<file path="src/sv/hsf_div.sv">
`timescale 1ns / 1ps
`default_nettype none
// Restoring divider: one quotient bit per cycle, 64-bit dividend.
module hsf_div (
  input  wire logic        clk,
  input  wire logic        rst_n,
  input  wire logic        start,
  input  wire logic [63:0] num,
  input  wire logic [47:0] den,
  output logic             done,
  output logic [63:0]      quo
);
  logic [63:0] q_r, q_nxt;
  logic [48:0] rem_r, rem_nxt;
  logic [6:0]  cnt_r, cnt_nxt;
  logic        busy_r, busy_nxt;
  logic [48:0] sh;

  always_comb begin
    q_nxt = q_r; rem_nxt = rem_r; cnt_nxt = cnt_r; busy_nxt = busy_r;
    sh = {rem_r[47:0], q_r[63]};
    if (start) begin
      q_nxt = num; rem_nxt = '0; cnt_nxt = 7'd0; busy_nxt = 1'b1;
    end else if (busy_r) begin
      if (sh >= {1'b0, den}) begin
        rem_nxt = sh - {1'b0, den};
        q_nxt = {q_r[62:0], 1'b1};
      end else begin
        rem_nxt = sh;
        q_nxt = {q_r[62:0], 1'b0};
      end
      cnt_nxt = cnt_r + 7'd1;
      if (cnt_r == 7'd63) busy_nxt = 1'b0;
    end
  end

  always_ff @(posedge clk) begin
    if (!rst_n) begin
      busy_r <= 1'b0; cnt_r <= '0;
    end else begin
      busy_r <= busy_nxt; cnt_r <= cnt_nxt;
    end
    q_r <= q_nxt; rem_r <= rem_nxt;
  end

  // The last quotient bit is formed in the final busy cycle, independent of a new start.
  assign done = busy_r && (cnt_r == 7'd63);
  assign quo = {q_r[62:0], (sh >= {1'b0, den})};
endmodule
`default_nettype wire

</file>
<file path="config.mk">
export PLATFORM = sky130hd
export DESIGN_NAME = hsf_div
export DESIGN_NICKNAME = d
export VERILOG_FILES = /design/src/sv/hsf_div.sv
export SDC_FILE = /design/constraint.sdc
export NUM_CORES = 1
export LEC_CHECK = 0
export ABC_AREA = 0
export BUFFER_PORTS_ARGS = -buffer_cell sky130_fd_sc_hd__buf_2
export CAP_MARGIN = 20
export CORE_ASPECT_RATIO = 1.75
export CORE_UTILIZATION = 51
export DETAILED_ROUTE_END_ITERATION = 6
export HOLD_SLACK_MARGIN = 0.12
export PLACE_DENSITY_LB_ADDON = 0.05
export SYNTH_ARGS = -nofsm -noshare
export SYNTH_HDL_FRONTEND = slang
export SYNTH_SLANG_ARGS = --single-unit
export TNS_END_PERCENT = 30
</file>
<file path="constraint.sdc">
create_clock -name clk -period 3.96 [get_ports clk]
set_input_delay 0.792 -clock clk [delete_from_list [all_inputs] [get_ports clk]]
set_output_delay 0.792 -clock clk [all_outputs]
set_load 0.02 [all_outputs]
</file>
## Word level (Yosys, flattened, before mapping)

Index checks and enable logic that the tools add are counted.

| word-level totals | value |
|---|---|
| register bits | 120 |
| bits of input ports | 115 |

| cells by class | value |
|---|---|
| $add $sub $neg | 2 |
| magnitude comparators | 1 |
| equal/unequal tests | 1 |
| mux-type cells | 7 |
| bitwise logic cells | 1 |
| reductions and logical operators | 3 |

Operator list:

| operator | number |
|---|---|
| 64-bit 2-to-1 mux | 2 |
| 49-bit by 48-bit >= comparator with 1-bit output | 1 |
| 48-bit 2-to-1 mux | 1 |
| 48-bit subtractor | 1 |
| 7-bit by 1-bit adder with 7-bit output (second input constant) | 1 |
| 7-bit by 6-bit equality test with 1-bit output (second input constant) | 1 |
| 1-bit 2-to-1 mux | 4 |
| 2-bit nonzero test | 1 |
| 2-bit OR reduction | 1 |
| 1-bit logical AND | 1 |
| 1-bit NOT | 1 |

## Depth between registers and ports, before layout

Gate-level depths: netlist (run 1).

| logic depth | value |
|---|---|
| depth in word-level cells | 4 |
| depth in mapped cells | 15 |
| depth with buffers taken out | 12 |

## Worst setup path after synthesis (run 1)

OpenSTA, ideal clock, no wires.

| timing | value |
|---|---|
| path kind | input port to output port |
| start | input den[38] |
| end | output quo[0] |
| arrival time | 3229 ps |
| path slack | -61 ps |
| stages on the path | 13 |
| path buffers | 3 |
| cell sequence | inv_1 > ha_1 > buf_2 > a21oi_1 > nor2_1 > or4b_1 > a221o_1 > a2bb2oi_2 > o21ai_2 > a311oi_2 > inv_2 > buf_6 > buf_4 |

| between the ends | value |
|---|---|
| cells in the longest elaborated chain, start to end | 1 |

RTL lines:

| what | line | source |
|---|---|---|
| start, declared | 9 | `input wire logic [47:0] den,` |
| 49-bit by 48-bit >= comparator with 1-bit output | 48 | `assign quo = {q_r[62:0], (sh >= {1'b0, den})};` |
| end, declared | 11 | `output logic [63:0] quo` |

Every way passes these cells.

## Final worst setup path (run 1)

| timing | value |
|---|---|
| start | input den[40] |
| end | output quo[0] |

The elaborated chain is that of the path after synthesis.

==> summary.md, run 1 <==
| Metric | Value |
|---|---|
| Worst setup margin | 51.14 ps |
| Drt pass-1 iters | 5 |
| Relative slew margins | 52.93% |
| Adder-Cell Fraction of Synth Area | 7.343% |
| Synthesized flop and latch total | 120 |
| FMAX | 255.8 MHz |
| First-pass GRT wire length | 34550 µm |
| Status | finished clean |
| VDD IR max | 296.8 µV |
| Multiplexer area fraction after synthesis | 9.360% |
| Fin. Hold Viols | 0 |
| Worst-path clk slew | 60 ps |
| Latest clock arrival within the worst-skew pair | 420 ps |
| Max-Cap Viols | 0 |
| Netlist cell types | 67 |
| Yosys warning count | 0 |
| Final worst-path cycle share | 98.71% |
| Startpoint Class | input port |
| Drt via density | 5.589 |
| Top_reg_cell synth | edfxtp_1 |
| Vias in the first global route | 7417 |
| GP Congestion | 0.9146 |
| Post-detailed-route count of antenna-violating nets | 0 |
| Tmin final | 3909 ps |
| DR iter-0 viols | 363 |
| Initial Utilization | 52.43% |
| Net count, final | 1275 |
| Hpwl dp | 16920 µm |
| Core area | 0.01645 mm² |
| Root Driver | clkbuf_16 |
| Synth Area in Compound Gates | 18.13% |
| Post-Layout Cell Count | 1347 |
| H-tree levels | 4 |
| Post-route cell area | 0.01042 mm² |
| Crit Path Class | in2out |
| Power Density | 425.8 mW/mm² |
| Hold crit path type | reg2reg |
| Cell Rows | 62 |
| Synthesized area | 0.008622 mm² |
| IO Count | 180 |
| WL final | 22020 µm |
| EDFF count, synth | 64 |
| Global route overflow | 0 |
| Syn avg cell area | 8.963 µm² |
| Final Max Slew Viols | 0 |
| Initial antenna violation count | 0 |
| Num CTS Buffers | 17 |
| Post-synthesis xor/xnor area fraction | 4.063% |
| Die area | 0.01745 mm² |
| Slew at the pin closest to its max-slew limit | 706.0 ps |
| Skew final | 7.533 ps |
| Post-synthesis async set-or-reset flop share | 0% |
| Synthesized instance count | 962 |
| Worst setup EP type | primary output |
| Max clock buf depth | 2 |
| Largest family of logic cells by synthesized area | compound AO/OA/AOI/OAI gates |
| Post-Synth Simple-Gate Area | 15.06% |
| TritonCTS clock tree | done |
| Antenna diodes | 0 |
| Sum of negative setup slack | 0 ps |
| Largest net degree at the start of global routing | 65 |
| CP Data Arrival Time | 3120 ps |
| Die Ht | 174 µm |
| DR WL/cell | 16.35 µm |
| Placed cell areas | 0.009657 mm² |
| Area grow syn2layout | 20.84% |
| Leakage | 4.627 nW |
| Required time of the critical path | 3170 ps |
| Post-CTS Setup Inserts | 0 |
| Syn Nets | 1127 |
| Clock Sinks | 120 |
| Final setup viols | 0 |
| Total track usage | 25.32% |
| Residual DRC | 0 |
| Count of input and output buffers | 179 |
| Fin util | 63.35% |
| Die W | 100.3 µm |
| Placed cells | 1315 |
| DR vias | 7528 |
| Cts hold-fix bufs | 0 |
| Seq/Total Area, Yosys | 35.29% |
| Post-Place Worst Slack | -96.40 ps |
| Share of cells above drive strength 1 | 32.32% |
| Crit-path max FO | 3 |
## layer usage
layer | global-route usage, % | vias up | share of wire [%]
met1 | 25.39 | 3524 | 37
met2 | 47.37 | 230 | 54
met3 | 4.986 | 62 | 4.5
met4 | 14.19 | 0 | 4.4
met5 | 0 | - | 0
li1 | - | 3712 | -
## worst max-delay path: stages
cell,delay (ps)
buf_2,100
inv_2,50
ha_4,200
and2_4,160
or4b_4,520
a221o_1,350
a2bb2oi_2,190
o21ai_2,100
a311oi_4,390
inv_2,110
buf_6,150
## final cells by class
| type | instances | area [µm²] |
|---|---|---|
| timing repair buffer | 242 | 1415 |
| clock buffer | 19 | 432.9 |
| tap | 224 | 280.3 |
| inverter | 65 | 244.0 |
| clock inverter | 13 | 201.4 |
| fill | 1499 | 6027 |
| multi-input combinational | 664 | 4801 |
| sequential | 120 | 3044 |
## where the power goes
part | switching (mW) | leakage (nW) | internal [mW]
clock | 0.568 | 0.306 | 1.11
sequential | 0.0752 | 1.10 | 1.45
combinational | 0.695 | 3.22 | 0.539
## registers in the layout (all words and copies together), names as in the netlist
name,flops
rem_r,48
cnt_r,7
busy_r,1
q_r,64
## cell usage in the layout (no fill, tap or decap), types with 5 or more instances in the layout
master     count
buf_2        177
nand2_1      109
nor2_1        68
mux2_2        64
edfxtp_1      64
inv_1         61
buf_4         61
dfxtp_1       55
a21oi_1       54
ha_1          42
a311oi_1      34
xnor2_1       23
a21o_1        21
o21ai_0       20
nand4_1       19
xor2_1        17
clkbuf_16     17
nor3_1        15
nand3_1       13
o21a_1        12
o21bai_1      11
and3_1         8
o21ai_1        8
o211ai_1       7
or3_1          6
nand2b_1       6
a22o_1         6
a31oi_1        6
ha_4           6
or4_1          5
and4_1         5
mux2_1         5
bufinv_16      5
## Yosys cell counts, types with 23 or more instances
library cell,number,area [µm²]
a311oi_1,34,297.8
buf_4,64,480.5
clkbuf_1,37,138.9
nand2_1,110,412.9
xnor2_1,23,201.4
edfxtp_1,64,1922
a21oi_1,57,285.3
ha_1,49,613.1
inv_1,64,240.2
mux2_2,64,720.7
nor2_1,68,255.2
dfxtp_1,56,1121
## logic make-up after synthesis
kind of cell               Yosys count
and+or+nand+nor                    279
AOI/OAI and AO/OA                  223
buffers and inverters              178
DFF                                120
muxes                               72
adders and majority gates           50
xor gates and xnor gates            40
## repair_timing
action | CTS | global route
pin swaps | 2 | 13
gates resized for setup | 2 | 21
endpoints found under the setup margin | 1 | 1
## stage by stage
| stage | hold slack (ps) | total power, mW |
|---|---|---|
| after CTS | 491.9 | 4.444 |
| after detailed placement | 483.6 | 2.741 |
| after floorplan | 453.9 | 2.425 |
| after global placement | 473.4 | 2.736 |
| after global routing | 524.1 | 4.653 |
| final | 495.4 | 4.436 |
## final timing paths
check	startpoint	endpoint	slack (ps)	cells past startpoint
setup / recovery	den[40]	quo[0]	50	11
hold / removal	rem_r[40]$_SDFFE_PP0P_	rem_r[41]$_SDFFE_PP0P_	500	2
setup reg to reg	rem_r[39]$_SDFFE_PP0P_	rem_r[6]$_SDFFE_PP0P_	590	11
hold reg to reg	rem_r[40]$_SDFFE_PP0P_	rem_r[41]$_SDFFE_PP0P_	500	2
Note: power is estimated with default switching activity, not from simulation.
==> run 2, diff against run 1 <==
--- a/config.mk
+++ b/config.mk
@@ -12,7 +12,7 @@
 export CORE_UTILIZATION = 51
 export DETAILED_ROUTE_END_ITERATION = 6
 export HOLD_SLACK_MARGIN = 0.12
-export PLACE_DENSITY_LB_ADDON = 0.05
+export PLACE_DENSITY = 0.88
 export SYNTH_ARGS = -nofsm -noshare
 export SYNTH_HDL_FRONTEND = slang
 export SYNTH_SLANG_ARGS = --single-unit
==> run 2 against run 1 <==
  * The flow now finishes with violations (design-rule violations)
  * Total power is 3.2% lower
  * Via count is 4.0% higher
  * Non-clock buffer count is 8 lower
  * Register-to-register slack worse by 110 ps
  * Critical path type unchanged
  * Largest cell class unchanged
  * Largest power group is now sequential cells
==> summary.md, run 2 (synthesized netlist as in run 1, its figures left out) <==
| Metric | Value |
|---|---|
| Count of input and output buffers | 179 (unchanged) |
| Slew at the pin closest to its max-slew limit | 875.8 ps (+169.7 ps) |
| Comb pwr share | 28.9% (+1.1 points) |
| CP peak stage delay | 570 ps (+50 ps) |
| Area grow syn2layout | 18.72% |
| Max clock buf depth | 2 (unchanged) |
| Post-Place Worst Slack | 16.73 ps (+113.1 ps) |
| Post-Layout Cell Count | 1339 (-0.59%) |
| WL final | 24170 µm (+9.7%) |
| Failing checks | design-rule violations |
| Leakage | 4.532 nW (-2.0%) |
| Cell Rows | 62 (unchanged) |
| Fin util | 62.24% (-1.1 points) |
| VDD IR max | 251.6 µV (-15%) |
| Worst setup margin | 83.23 ps (+32.09 ps) |
| TritonCTS clock tree | done |
| Commonest non-fill, non-tap cell in the layout | buf_2 |
| Seq pwr share | 35.6% (+1.3 points) |
| First-pass GRT wire length | 37230 µm (+7.8%) |
| Placed cells | 1307 (-0.61%) |
| Initial Utilization | 52.43% (unchanged) |
| Vias in the first global route | 7652 (+3.2%) |
| Net count, final | 1267 (-0.63%) |
| Share of cells above drive strength 1 | 31.66% (-0.66 points) |
| Sw frac | 32.49% (+2.3 points) |
| DR vias | 7830 (+4.0%) |
| Largest net degree at the start of global routing | 74 (+14%) |
| Tmin final | 3877 ps (-32.09 ps) |
| Final worst-path cycle share | 97.90% (-0.81 points) |
| Crit-path max FO | 3 (unchanged) |
| Core area | 0.01645 mm² (unchanged) |
| Root Driver | clkbuf_16 |
| Worst-path clk slew | 70 ps (about the same) |
| Skew final | 15.03 ps (+7.496 ps) |
| Relative slew margins | 41.62% (-11 points) |
| FMAX | 257.9 MHz (+0.83%) |
| Max-Cap Viols | 0 (unchanged) |
| IO Count | 180 (unchanged) |
| Worst setup EP type | primary output |
| Total track usage | 27.75% (+2.4 points) |
| Most frequent cells in the layout | 177 x buf_2, 108 x nand2_1, 68 x nor2_1 |
| P_sw | 1.395 mW (+4.3%) |
| Post-detailed-route count of antenna-violating nets | 0 (unchanged) |
| Largest register FFs | 64 (unchanged) |
| Global route overflow | 0 (unchanged) |
| Power Density | 419.6 mW/mm² (-1.5%) |
| Latest clock arrival within the worst-skew pair | 430 ps (about the same) |
| Post-CTS Setup Inserts | 0 (unchanged) |
| Placed cell areas | 0.009559 mm² (-1.0%) |
| DR WL/cell | 18.05 µm (+10%) |
| Post-route cell area | 0.01024 mm² (-1.8%) |
| Int Power | 2.899 mW (-6.4%) |
| Final setup viols | 0 (unchanged) |
| Final Power | 4.295 mW (-3.2%) |
| Crit path cell chain | buf_2 > inv_1 > ha_1 > nand2_1 > nor2_1 > or4b_1 > a221o_1 > a2bb2oi_2 > o21ai_2 > a311oi_4 > inv_2 > buf_4 |
| Cts hold-fix bufs | 0 (unchanged) |
| Startpoint Class | input port |
| RSZ-0062 raised after global routing | no |
| DR iter-0 viols | 546 (+50%) |
| Drt pass-1 iters | 7 (+2) |
| Die area | 0.01745 mm² (unchanged) |
| Drt via density | 5.848 (+4.6%) |
| Residual DRC | 10 (+10) |
| Num CTS Buffers | 17 (unchanged) |
| H-tree levels | 4 (unchanged) |
| Sum of negative setup slack | 0 ps (unchanged) |
| Final Max Slew Viols | 0 (unchanged) |
| Hold crit path type | reg2reg |
| Initial antenna violation count | 0 (unchanged) |
| Crit path max-delay cell type | or4b_1 |
| Fillers | 1371 (-8.5%) |
| Die Ht | 174 µm (unchanged) |
| Final hold slack | 497.1 ps (+1.766 ps) |
| Required time of the critical path | 3170 ps (about the same) |
| Clock power share | 35.5% (-2.4 points) |
| Fin. Hold Viols | 0 (unchanged) |
| Clock Sinks | 120 (unchanged) |
| Die W | 100.3 µm (unchanged) |
| Status | finished with violations |
| Largest Register | q_r |
| CP Data Arrival Time | 3080 ps (-40 ps) |
| Crit Path Class | in2out |
| Hpwl dp | 18440 µm (+9.0%) |
| GP Congestion | 0.9663 (+5.7%) |
| Top flop regs | q_r (64), rem_r (48), cnt_r (7) |
| Antenna diodes | 0 (unchanged) |
==> run 2: path summary, 6_finish.rpt <==
| kind | end | slack, ps | cells past startpoint | from |
|---|---|---|---|---|
| worst max-delay path | quo[0] | 80 | 12 | den[40] |
| worst min-delay path | rem_r[39]$_SDFFE_PP0P_ | 500 | 2 | rem_r[38]$_SDFFE_PP0P_ |
| worst max register to register | rem_r[33]$_SDFFE_PP0P_ | 480 | 13 | rem_r[9]$_SDFFE_PP0P_ |
| worst min register to register | rem_r[39]$_SDFFE_PP0P_ | 500 | 2 | rem_r[38]$_SDFFE_PP0P_ |
==> run 2: power by group through the flow <==
| stage | logic (mW) | clock network (mW) | registers [mW] |
|---|---|---|---|
| 3_3_place_gp | 1.17 | 0 | 1.54 |
| 2_1_floorplan | 0.904 | 0 | 1.52 |
| 3_5_place_dp | 1.19 | 0 | 1.55 |
| 4_1_cts | 1.20 | 1.55 | 1.52 |
| 6_report | 1.24 | 1.52 | 1.53 |
| 5_1_grt | 1.34 | 1.60 | 1.54 |
==> run 2: final cells by class <==
cell class	count	area, µm²	area share (%)
Sequential cell	120	3044	29.74
Tap cell	224	280.3	2.738
Multi-Input combinational cell	664	4776	46.66
Clock inverter	14	148.9	1.455
Inverter	65	244.0	2.384
Clock buffer	18	429.2	4.193
Timing Repair Buffer	234	1314	12.83
==> run 2: layer usage <==
metal,up-vias,GRT usage [%],routed length (µm)
met3,117,4.544,1373
li1,3703,-,-
met2,403,53.28,12920
met4,0,17.27,1346
met1,3607,26.46,8529
met5,-,0,0
==> run 2: what timing repair did <==
item	CTS	global route
resized for setup	0	18
endpoints found under the setup margin	0	1
hold endpoints to repair	0	0
==> run 2: worst max-delay path: cells and delay by family <==
family | cells | cell delay [ps]
buffers and inverters | 4 | 350
adders and majority gates | 1 | 310
AOI/OAI and AO/OA | 4 | 910
and+or+nand+nor | 3 | 720
