## src/sv/hsf_cell.sv

```systemverilog
`timescale 1ns / 1ps
`default_nettype none
// One cell of the mix chain: holds the previous forward value of its state and
// the transition row of that state, and adds its product to the passing sum.
module hsf_cell (
  input  wire logic        clk,
  input  wire logic        row_we,
  input  wire logic [2:0]  row_col,
  input  wire logic [15:0] row_val,
  input  wire logic        prev_we,
  input  wire logic [15:0] prev_val,
  input  wire logic        active,
  input  wire logic [2:0]  col,
  input  wire logic [34:0] sum_in,
  output logic [34:0]      sum_out
);
  logic [15:0] row_r [8];
  logic [15:0] prev_r;
  logic [31:0] prod;

  // The row is cleared at reset by the top level through a sweep of writes.
  always_ff @(posedge clk) begin
    if (row_we) row_r[row_col] <= row_val;
    if (prev_we) prev_r <= prev_val;
  end

  assign prod = prev_r * row_r[col];
  assign sum_out = active ? sum_in + {3'd0, prod} : sum_in;
endmodule
`default_nettype wire

```

## config.mk

```make
export PLATFORM = sky130hd
export DESIGN_NAME = hsf_cell
export DESIGN_NICKNAME = d
export VERILOG_FILES = /design/src/sv/hsf_cell.sv
export SDC_FILE = /design/constraint.sdc
export NUM_CORES = 1
export LEC_CHECK = 0
export BUFFER_PORTS_ARGS = -buffer_cell sky130_fd_sc_hd__buf_2
export CAP_MARGIN = 20
export CORE_ASPECT_RATIO = 1.1
export CORE_UTILIZATION = 40
export CTS_CLUSTER_DIAMETER = 40
export DETAILED_ROUTE_END_ITERATION = 8
export PLACE_DENSITY_LB_ADDON = 0.1
export SETUP_SLACK_MARGIN = 0.05
export SYNTH_ARGS = -nofsm -noshare
export SYNTH_HDL_FRONTEND = slang
export SYNTH_SLANG_ARGS = --single-unit
export TNS_END_PERCENT = 5
```

## constraint.sdc

```tcl
create_clock -name clk -period 8.44 [get_ports clk]
set_input_delay 0.844 -clock clk [delete_from_list [all_inputs] [get_ports clk]]
set_output_delay 0.844 -clock clk [all_outputs]
set_load 0.05 [all_outputs]
```

After elaboration in Yosys (flattened, before gate mapping)
Memories as Yosys holds them, arrays and structs flattened.
Index checks and enable logic that the tools add are counted.
{"block": "word_totals", "register_bits": 16, "mem_bits_rw": 128, "inputBits": 77, "output_inout_bits": 35, "word_cells": 7, "mem_count": 1}
{"name": "row_r", "depth": 8, "word_bits": 16, "read_ports": 1, "rd_ports_with_merged_regs": 0, "wr": 1, "line": "17", "text": "logic [15:0] row_r [8];"}
{"block": "classes", "addsub": 1, "n_mul": 1, "muxes": 3}
{"op": "$add A35 B32 Y35", "count": 1}
{"op": "$mux W35", "count": 1}
{"op": "$mul A16 B16 Y32", "count": 1}
{"op": "$mux W1", "count": 2}

Depth between registers and ports, before layout
Gate-level depths: netlist of run 1.
An unclocked memory read counts as a cell.
{"block": "logic_depth", "depth_word": 4, "depth_mapped": 29, "mapped_depth_nobuf": 25}

Least setup slack after synthesis of run 1
OpenSTA, ideal clock, no wires.
{"block": "synth_timing", "path_kind": "input-to-output", "startpoint": "in col[0]", "endpoint": "out sum_out[34]", "arrival_ps": 8328, "t_required_ps": 7596, "slack_ps": -732, "cell_stages": 25, "n_path_buf": 3, "path_cell_list": "clkbuf_1 buf_2 mux4_2 mux2i_1 clkbuf_1 nor2b_1 fa_1 inv_1 fa_1 fa_1 fa_1 inv_1 fa_1 inv_1 fa_1 inv_1 ha_1 a21oi_1 o21ai_0 o41a_1 a211o_1 a41o_1 nor2_1 a221oi_2 xnor2_1"}
{"block": "synth_between", "elab_chain_len": 4}
{"element": "from (decl)", "line": "13", "text": "input wire logic [2:0] col,"}
{"element": "$mem_v2 Z8 W16"}
{"element": "$mul A16 B16 Y32", "line": "27", "text": "assign prod = prev_r * row_r[col];"}
{"element": "$add A35 B32 Y35", "line": "28", "text": "assign sum_out = active ? sum_in + {3'd0, prod} : sum_in;"}
{"element": "$mux W35", "line": "28"}
{"element": "to (decl)", "line": "15", "text": "output logic [34:0] sum_out"}
Every way passes these cells.

Worst setup path after layout of run 1
{"block": "layout_timing", "startpoint": "in col[0]", "endpoint": "out sum_out[33]"}
The elaborated chain is that of the path after synthesis.

==> metrics list, run 1 <==
* Pins Over Slew Limit: 0
* Critical path type: in2out
* Maximum number of pins on one net before global-route repair: 56
- Remaining number of nets flagged by the antenna check after routing: 0
- Headroom to the max-slew limit came out at between 40% and 50%.
* Class of the tightest hold or removal check: in2reg
- Least-Margin Pin Slew: 752 ps
- Post-synthesis area per instance: 10.9 µm²
* Crit. End Element: output port
- Maximum cell stage delay along the critical path: 580 ps
- Final setup violation count: 0
* Core Rows: between 70 and 80
- Across the run, the number of max-cap violations was 0.
- All-Layer GR Usage: 19.2%
* Buffers added on ports: around 110
- For this design, the CTS-stage hold fixing added 0 buffers.
- The tree built by TritonCTS fans out to approximately 140 sinks.
- Synthesized-area fraction occupied by ao, oa, aoi and oai cells: 4.68%
- Critical Path Slowest Stage Cell: fa_1
- First-pass GRT wire length: 58.5 mm
- The synthesized netlist occupies a cell area of 15500 µm².
- The initial utilization of the core area, before any placement, comes to 40.6%.
- Run status: finished clean
- Number of global-route vias before repair: 10900
- For this run, the register share of the synthesized area comes to between 20% and 30%.
- Number of remaining DRC errors: 0
* Maximum buffer depth of the clock tree: 2
* Fin crit share: around 99%
- Post-route setup TNS: 0 ps
* Number of endpoints with negative hold slack in the final report: 0
- Kind of launch point of the worst setup path: input pin
- Among all flip-flop cells after synthesis, the most frequent one is edfxtp_1.
* Height of the die: 208 µm
* Vias/cell: 4.79
- Of the post-synthesis cell area, the part taken by muxes is about 7.0%.
- Post-synthesis simple-gate area fraction: around 11%
- The total area inside the core boundary comes to 38100 µm².
- Synth warn: 0
- Leftover overflow at the end of global routing: 0
- Width of the die: between 150 and 200 µm
* Number of enable-type register cells in the synthesized netlist: 144
- TritonCTS built the clock tree.
- Final weighted congestion in routability-driven placement: 0.830
- The number of antenna diodes in the final layout is 0.
* Critical Path AT: about 7600 ps
- I/O pin total: 112
- For the worst setup path, the data required time is ~7600 ps.
- CTS H-Tree Depth: 4
- Cells with a size suffix above 1 make up 26.3% of the layout.
* Synth Area in XOR/XNOR: 1.59%
- Overall via count from detail_route: 10400
- The first routing iteration left ~520 violations.
- The initial antenna violation count was 2.
* Critical-path maximum fanout: 5
- Most frequent cells in the layout: 327 x inv_1, 218 x fa_1, 144 x edfxtp_1
* Number of distinct standard cells referenced by the synthesized netlist: 47
* Total wirelength of the detailed-routed design: 36.4 mm
* Share of async-settable or async-resettable flops after synthesis: 0%
* Clock edge transition at the registers on the reported setup and hold paths: 60 ps
* CTS buffer count: 17
- Area enclosed by the die boundary: 39500 µm²
- At the end of the flow, the number of nets in the layout was just over 2000.
- The library cell used most frequently in the layout, excluding fill and tap cells, is inv_1.
- Counting the fill cells in the layout gives between 3000 and 4000.
- Yosys reg bits: 144
- Main combinational cell family by area after synthesis: adder cells
* Synth Net Count: 1835
* Maximum frequency from static timing analysis: 0.119 GHz
* Growth of design area from synthesis to finish: 23.0%
- Root Buffer Master: clkbuf_16
- Post-DP HPWL: 28.7 mm
* Placement Setup Slack: -368 ps
* Time the worst path needs with I/O delays and setup: between 8000 and 9000 ps
- The first TritonRoute pass finished after 5 iterations.
- After Yosys synthesis, full adders, half adders and majority gates account for around two fifths of the synthesized area.
- Setup repair after global routing could not meet its margin everywhere.
- Cell count after synthesis: roughly 1400
- Final worst setup slack: 49.7 ps
- In the final routed layout, each cell accounts on average for 16.8 µm.
-- critical path: cells and delay by family --
kind	cells	cell delay, ps
adders and majority gates	7	3250
muxes	3	1040
buffers and inverters	11	1250
xor gates and xnor gates	1	130
and+or+nand+nor	3	470
AOI/OAI and AO/OA	4	550
-- flip-flops by register name, indices dropped and copies added, names as in the netlist --
signal and count:
prev_r 16, row_r 128
-- synth_stat cells (2+ instances only) --
master,n,area [µm²]
inv_1,335,1260
fa_1,226,4520
nand2_1,146,548
edfxtp_1,144,4320
ha_1,109,1360
nor2b_1,79,494
clkbuf_1,51,191
and2_1,47,294
a21oi_1,38,190
mux4_2,32,721
nand2b_1,27,169
o21ai_0,27,135
mux2_2,24,270
nor2_1,22,82.6
xnor2_1,17,149
a21o_1,15,113
xor2_1,11,96.3
mux2i_1,9,90.1
nand3_1,7,35.0
nor3_1,6,30.0
o21a_1,5,37.5
and3_1,4,25.0
buf_1,4,15.0
a211oi_2,3,37.5
a31oi_1,3,18.8
buf_2,3,15.0
o21bai_1,3,22.5
o22ai_1,3,18.8
a211o_1,2,17.5
nand4_1,2,12.5
o211ai_1,2,15.0
or3_1,2,12.5
-- path summary, 6_finish.rpt --
check	slack [ps]	cells after the start	to	from
max	50	29	sum_out[33]	col[0]
min	600	1	prev_r[15]	prev_val[15]
-- logic make-up (layout without fill, tap and decap cells) --
family | count (synthesis) | after routing
buffers and inverters | 393 | 636
adder cells (fa/ha/maj) | 335 | 335
flip-flops | 144 | 144
AO/OA/AOI/OAI | 113 | 113
multiplexers | 65 | 66
AND/OR/NAND/NOR | 345 | 345
XOR/XNOR | 28 | 28
-- what timing repair did --
item	in CTS	in global routing
pin swaps	31	49
cloned	1	2
setup endpoints to repair	14	15
setup buffers	17	10
gates resized for setup	66	72
-- layer usage --
metal | track usage (%) | vias to the layer above | part of all wire [%]
met3 | 2.28 | 25 | 2.6
met1 | 27.0 | 5300 | 47
met5 | 0 | - | 0.080
met4 | 3.03 | 4 | 0.77
met2 | 32.5 | 137 | 50
li1 | - | 4922 | -
-- stage by stage --
step,hold WS [ps],area (µm²),std cells,utilization [%]
after floorplan,943,15600,1423,-
after global placement,1020,17600,2106,46.2
after detailed placement,1020,17600,2106,46.2
after CTS,587,18600,2156,48.9
after global routing,585,19000,2167,50.0
final,600,19000,2167,50.0
-- layout make-up --
class,count,area (µm²),area share [%]
Multi-Input combinational cell,887,10200,53.7
Sequential cell,144,4320,22.7
Timing Repair Buffer,269,2040,10.7
Inverter,335,1260,6.61
Tap cell,500,626,3.29
Clock buffer,18,429,2.26
Clock inverter,14,129,0.677
Power of run 1 is left out: the tool's default activity adds up to more than one toggle a clock period on the data nets, which glitch-free logic cannot reach.
==> run 2: changes to the inputs <==
Settings changed: ABC_AREA set to 1.
==> run 2 against run 1 <==
Via count is 15% higher; setup slack gained 330 ps; utilization down 4.3 points; largest cell class unchanged; critical path depth decreased by 3; sequential share of layout area is 0.65 points higher; worst hold slack hardly changed.
==> metrics list, run 2 <==
* Run status: finished clean
- Kind of launch point of the worst setup path: input pin
- The clock sink count was 144 (unchanged).
* Number of distinct standard cells referenced by the synthesized netlist: 34 (-28%)
- The initial core utilization is 40.9% (+0.27 points).
* Critical path's most frequent cell: fa_1
* Root Buffer Master: clkbuf_16
- The setup path with the least slack is of type in2out.
- Syn Std Cell Area: 16600 µm² (+7.2%)
* Hold buffer count at cts: 0 (unchanged)
- Post-route setup TNS: 0 ps (unchanged)
- First-pass GRT wire length: 69.8 mm (+19%)
- The largest net degree at the start of global routing came to 65 (+16%).
- Count of max-cap constraint violations: 0 (unchanged)
- In this run the worst setup path begins at col[0].
- The post-CTS setup-driven buffer insertion count came to 0 (-17).
- The cell depth of the worst hold path came to 1 (unchanged).
* Cell count after synthesis: 1861 (+31%)
* Most frequent cells in the layout: 465 x inv_1, 322 x nand2_1, 226 x fa_1
- The flip-flop count of the largest register, all copies and words added is 128 (unchanged).
* Most common cell after layout, fill and taps aside: inv_1
- Among all stages on the critical path, the largest delay is contributed by fa_1.
- The all-layer global routing usage came to 21.6% (+2.3 points).
- Router iterations before antenna repair: 7 (+2)
- Leftover overflow at the end of global routing: 0 (unchanged)
- The proportion of netlist area held by the largest area contributor came to 27.3% (-2.0 points).
- Maximum frequency from static timing analysis: 0.124 GHz (+4.1%)
- The remaining antenna violation count after routing is 0 (unchanged).
* Data required time at the worst endpoint: 7600 ps (about the same)
* Buffer and inverter count on the worst path: 7 (-4)
- The maximum buffer depth of the clock tree was 2 (unchanged).
- Number of enable-type register cells in the synthesized netlist: 144 (unchanged)
* Class of the tightest hold or removal check: in2reg
* Number of global-route vias before repair: 12700 (+17%)
- The most used flip-flop cell after synthesis is edfxtp_1.
- Synth Net Count: 2273 (+24%)
* Growth of design area from synthesis to finish: 11.6%
- Startpoint of the worst hold path: prev_val[13]
* Final setup violation count: 0 (unchanged)
* Cell with the most instances after synthesis: inv_1
- Registers with the highest flip-flop counts: row_r: 128 flops, prev_r: 16 flops
- Pins Over Slew Limit: 0 (unchanged)
* Critical-path maximum fanout: 15 (+10)
- The tightest slew margin relative to the limit was 48.8% (-1.1 points).
- STA classifies the critical path endpoint as an output port.
- Antenna Diode Count: 0 (unchanged)
- The violation count after the first detailed-routing iteration was 600 (+16%).
- In this design, the largest share of critical-path delay is due to adder cells.
* Quantity of gates resized following cts: 0 (-100%)
* Overall via count from detail_route: 12000 (+15%)
* Time the worst path needs with I/O delays and setup: 8060 ps (-330 ps)
- Height of the die: 216 µm (+3.5%)
- The final hold violation count came to 0 (unchanged).
- Number of fill cells: 4025 (+12%)
* Cells taking the most area after synthesis: fa_1 27%, edfxtp_1 26%, inv_1 11%
- Vias/cell: 4.69 (-2.2%)
- Number of antenna violations at the first check in global routing: 0 (-2)
- Cell types with the highest counts after synthesis: 465 x inv_1, 322 x nand2_1, 226 x fa_1, 194 x nor2_1, 144 x edfxtp_1
* Min-Delay Endpoint: prev_r[13]
* Post-DP HPWL: 36.4 mm (+27%)
* Combined flip-flop and latch cell area: 4320 µm² (unchanged)
- Fraction of the yosys area taken by sequential cells: 26.1% (-1.9 points)
* Post-synthesis area per instance: 8.91 µm² (-18%)
* Register bank with the most flops: row_r
- TritonCTS built the clock tree.
* Final weighted congestion in routability-driven placement: 0.929 (+12%)
- The flip-flop and latch count after synthesis was 144 (unchanged).
- Wire per inst: 17.1 µm (+1.5%)
- Total wirelength of the detailed-routed design: 43.6 mm (+20%)
- Area enclosed by the die boundary: 42300 µm² (+7.1%)
- The arrival time at the worst endpoint was 7220 ps (-330 ps).
- Fin crit share: 95.5% (-3.9 points)
- Number of remaining DRC errors: 0 (unchanged)
- The count of input and output buffers was 111 (unchanged).
* Total area of multi-input combinational cells: 10100 µm² (-1.3%)
- The proportion of synthesized flip-flops having asynchronous set or reset came to 0% (unchanged).
- Clock edge transition at the registers on the reported setup and hold paths: 60 ps (about the same)
* Width of the die: 196 µm (+3.5%)
- Unrepaired setup endpoints after global routing: false
* Synth warn: 0 (unchanged)
- The highest cell delay on the worst timing path is 590 ps (about the same).
- I/O pin total: 112 (unchanged)
- The placeable core region was 40600 µm² (+6.5%).
- The H-tree depth reported by CTS came to 4 (unchanged).
- Fraction of layout cells with a size suffix above 1: 17.1% (-9.3 points)
- The largest total area in the synthesized netlist belongs to fa_1.
- The row count is 77 (+2.7%).
- Least-Margin Pin Slew: 768 ps (+16.1 ps)
- NumNets Final: 2401 (+16%)
* CTS buffer count: 17 (unchanged)
## run 2: cell types whose count changed in the layout (fill, tap and decap cells not counted), sizes merged, moves of 38 or more
cell / delta
nor2b: -79
nor2: +184
nand3: +38
inv: +144
and2: -46
nand2: +289
buf: -106
## run 2: cells by family (layout without fill, tap and decap cells)
family / count (synthesis) / in the layout / synth area share, %
xor+xnor: 10 / 10 / 0.528
fa+ha+maj: 335 / 335 / 35.5
mux: 32 / 32 / 1.93
buf+inv: 531 / 672 / 13.1
simple gates: 699 / 699 / 18.3
flops: 144 / 144 / 26.1
compound gates: 110 / 110 / 4.58
## run 2: layer usage
layer | vias up | track usage [%] | part of all wire [%]
li1 | 5869 | - | -
met2 | 240 | 37.7 | 49
met3 | 40 | 1.88 | 3.1
met5 | - | 0 | 0
met1 | 5834 | 28.8 | 46
met4 | 0 | 5.44 | 1.9
## run 2: stage by stage
step	instance area (µm²)	hold slack, ps	worst slack, ps	utilization [%]	std cells
2_1_floorplan	16600	943	647	-	1861
3_3_place_gp	17900	1020	370	44.1	2523
3_5_place_dp	17900	1020	336	44.1	2523
4_1_cts	18500	578	325	45.6	2555
5_1_grt	18500	581	51.2	45.6	2555
6_report	18500	600	379	45.6	2555
## run 2: worst max path at each step
stage	end	slack (ps)	depth (start not counted)
finish	sum_out[30]	380	26
global route	sum_out[26]	50	27
CTS	sum_out[30]	330	26
detailed placement	sum_out[30]	340	26
global placement	sum_out[30]	370	26
floorplan	sum_out[17]	650	28
## run 2: layout make-up
type,count,area share [%]
inverter,479,9.78
sequential,144,23.4
tap,553,3.74
multi-input combinational,1186,54.5
timing repair buffer,161,5.37
clock inverter,15,0.899
clock buffer,17,2.30
Power of run 2 is left out for the same reason.
==> run 3: changes to the inputs <==
Settings changed: CORE_MARGIN set to 5.
==> run 3 against run 2 <==
Count of clock-buffer cells in the layout grew 3; die area grew 7.9%; highest routed layer unchanged; non-clock buffer count shrank 12; global-route usage shrank 1.9 points; sequential cell count is the same; critical path depth grew 3; utilization shrank 0.87 points; first-iteration DRC count grew 3.0%; sequential share of layout area grew 0.15 points; routed wire length grew 1.2%.
==> metrics list, run 3 (same netlist as run 2, synthesis figures left out) <==
- The via density per instance was 4.69 (about the same).
* Area enclosed by the die boundary: 45600 µm² (+7.9%)
* CTS buffer count: 17 (unchanged)
- The maximum buffer depth of the clock tree was 2 (unchanged).
* Unrepaired setup endpoints after global routing: false
- The highest cell delay on the worst timing path was 510 ps (-80 ps).
- Core outline area: 41100 µm² (+1.3%)
- Total wirelength of the detailed-routed design: 44.1 mm (+1.2%)
- The post-CTS setup-driven buffer insertion count came to 0 (unchanged).
* Post-DP HPWL: 36.7 mm (+0.77%)
- The remaining antenna violation count after routing is 0 (unchanged).
* Critical path's most frequent cell: nand2_1
- The setup violation total in the final timing report was 0 (unchanged).
* Max reg flops: 128 (unchanged)
- The row count is 78 (+1.3%).
- The max-slew violation count was 0 (unchanged).
* Critical Path Slowest Stage Cell: fa_1
- Critical path type: in2out
- The violation count after the first detailed-routing iteration was 618 (+3.0%).
* Number of global-route vias before repair: 12600 (-1.0%)
- Most frequent cells in the layout: 462 x inv_1, 322 x nand2_1, 226 x fa_1
* Clock edge transition at the registers on the reported setup and hold paths: 60 ps (about the same)
- Critical Path AT: 7200 ps (-20 ps)
- Total met2 wirelength after detailed routing: 22.1 mm (+3.7%)
* Most common cell after layout, fill and taps aside: inv_1
* Time the worst path needs with I/O delays and setup: 8040 ps (-15.7 ps)
- The fraction of layout cells with a size suffix above 1 was 16.4% (-0.65 points).
- In this run the worst setup path terminates at sum_out[24].
* Wire length on met1: 19.0 mm (-5.3%)
- Number of fill cells: 4086 (+1.5%)
* Fin crit share: 95.3% (-0.19 points)
- The tightest slew margin relative to the limit is 46.9% (-1.9 points).
- The clock sink count was 144 (unchanged).
* TritonCTS clock tree: done
- Root Buffer Master: clkbuf_16
- The number of nets in the layout came to 2389 (-0.50%).
* I/O pin total: 112 (unchanged)
* Class of the tightest hold or removal check: in2reg
- The worst setup path is launched from an input pin.
* Data required time at the worst endpoint: 7600 ps (about the same)
- Quantity of gates resized following cts: 0 (unchanged)
* All-Layer GR Usage: 19.7% (-1.9 points)
* Register bank with the most flops: row_r
* Leftover overflow at the end of global routing: 0 (unchanged)
- First-pass GRT wire length: 69.7 mm (-0.17%)
- The cell family contributing the most delay on the critical path is adder cells.
* Width of the die: 204 µm (+4.1%)
- Antenna Diode Count: 0 (unchanged)
* Overall via count from detail_route: 12000 (-0.25%)
- Height of the die: 224 µm (+3.7%)
- The most critical setup path has its startpoint at col[1].
- Router iterations before antenna repair: 4 (-3)
* Hold buffer count at cts: 0 (unchanged)
- The final hold violation count is 0 (unchanged).
- Final weighted congestion in routability-driven placement: 0.910 (-2.0%)
* Buffers added on ports: 111 (unchanged)
- The mean routed wirelength per cell came to 17.3 µm (+1.4%).
- The cell depth of the worst setup path came to 29 (+12%).
- The largest registers in the layout are row_r: 128 flops, prev_r: 16 flops.
* Run status: finished clean
* Post-route setup TNS: 0 ps (unchanged)
* Buffer and inverter count on the worst path: 9 (+2)
* Number of antenna violations at the first check in global routing: 0 (unchanged)
- Routed signal wires occupy layers up through met4.
* Least-Margin Pin Slew: 796 ps (+28.3 ps)
- Crit. End Element: output port
- The post-route DRC violation count is 0 (unchanged).
- The maximum frequency from static timing analysis was 0.124 GHz (+0.20%).
- CTS H-Tree Depth: 4 (unchanged)
- The largest net degree at the start of global routing is 37 (-43%).
- Critical-path maximum fanout: 28 (+13)
- Met3 layer wire length in the routed design: 1.78 mm (+32%)
- Relative to the synthesized area, the layout overhead comes to 10.9%.
* Count of max-cap constraint violations: 0 (unchanged)
* Starting density of the core: 40.3% (-0.52 points)
## run 3: final cells by class
type	count	area (µm²)	area share [%]
Clock buffer	20	437	2.37
Clock inverter	12	119	0.646
Inverter	479	1810	9.85
Multi-Input combinational cell	1186	10100	54.8
Sequential cell	144	4320	23.5
Tap cell	560	701	3.81
Timing Repair Buffer	149	913	4.97
## run 3: stage by stage
stage          instance area (µm²)  setup slack [ps]  instances  utilization (%)  hold WS, ps
4_1_cts                      18400              70.9       2550             44.7          576
3_3_place_gp                 17800               183       2518             43.4         1020
2_1_floorplan                16600               647       1861                -          943
5_1_grt                      18400              54.2       2550             44.8          580
3_5_place_dp                 17800              77.3       2518             43.4         1020
6_report                     18400               395       2550             44.8          597
## run 3: routing by layer
| layer | global-route usage [%] | vias to the layer above |
|---|---|---|
| li1 | - | 5848 |
| met1 | 25.8 | 5786 |
| met2 | 34.4 | 259 |
| met3 | 2.57 | 60 |
| met4 | 5.71 | 0 |
| met5 | 0 | - |
## run 3: worst min-delay path by stage
stage	start	cells past startpoint	slack, ps	endpoint
finish	prev_val[4]	1	600	prev_r[4]
floorplan	prev_val[0]	0	940	prev_r[0]
global route	prev_val[1]	1	580	prev_r[1]
global placement	prev_val[5]	1	1020	prev_r[5]
CTS	prev_val[4]	1	580	prev_r[4]
detailed placement	prev_val[12]	1	1020	prev_r[12]
Power of run 3 is left out for the same reason.
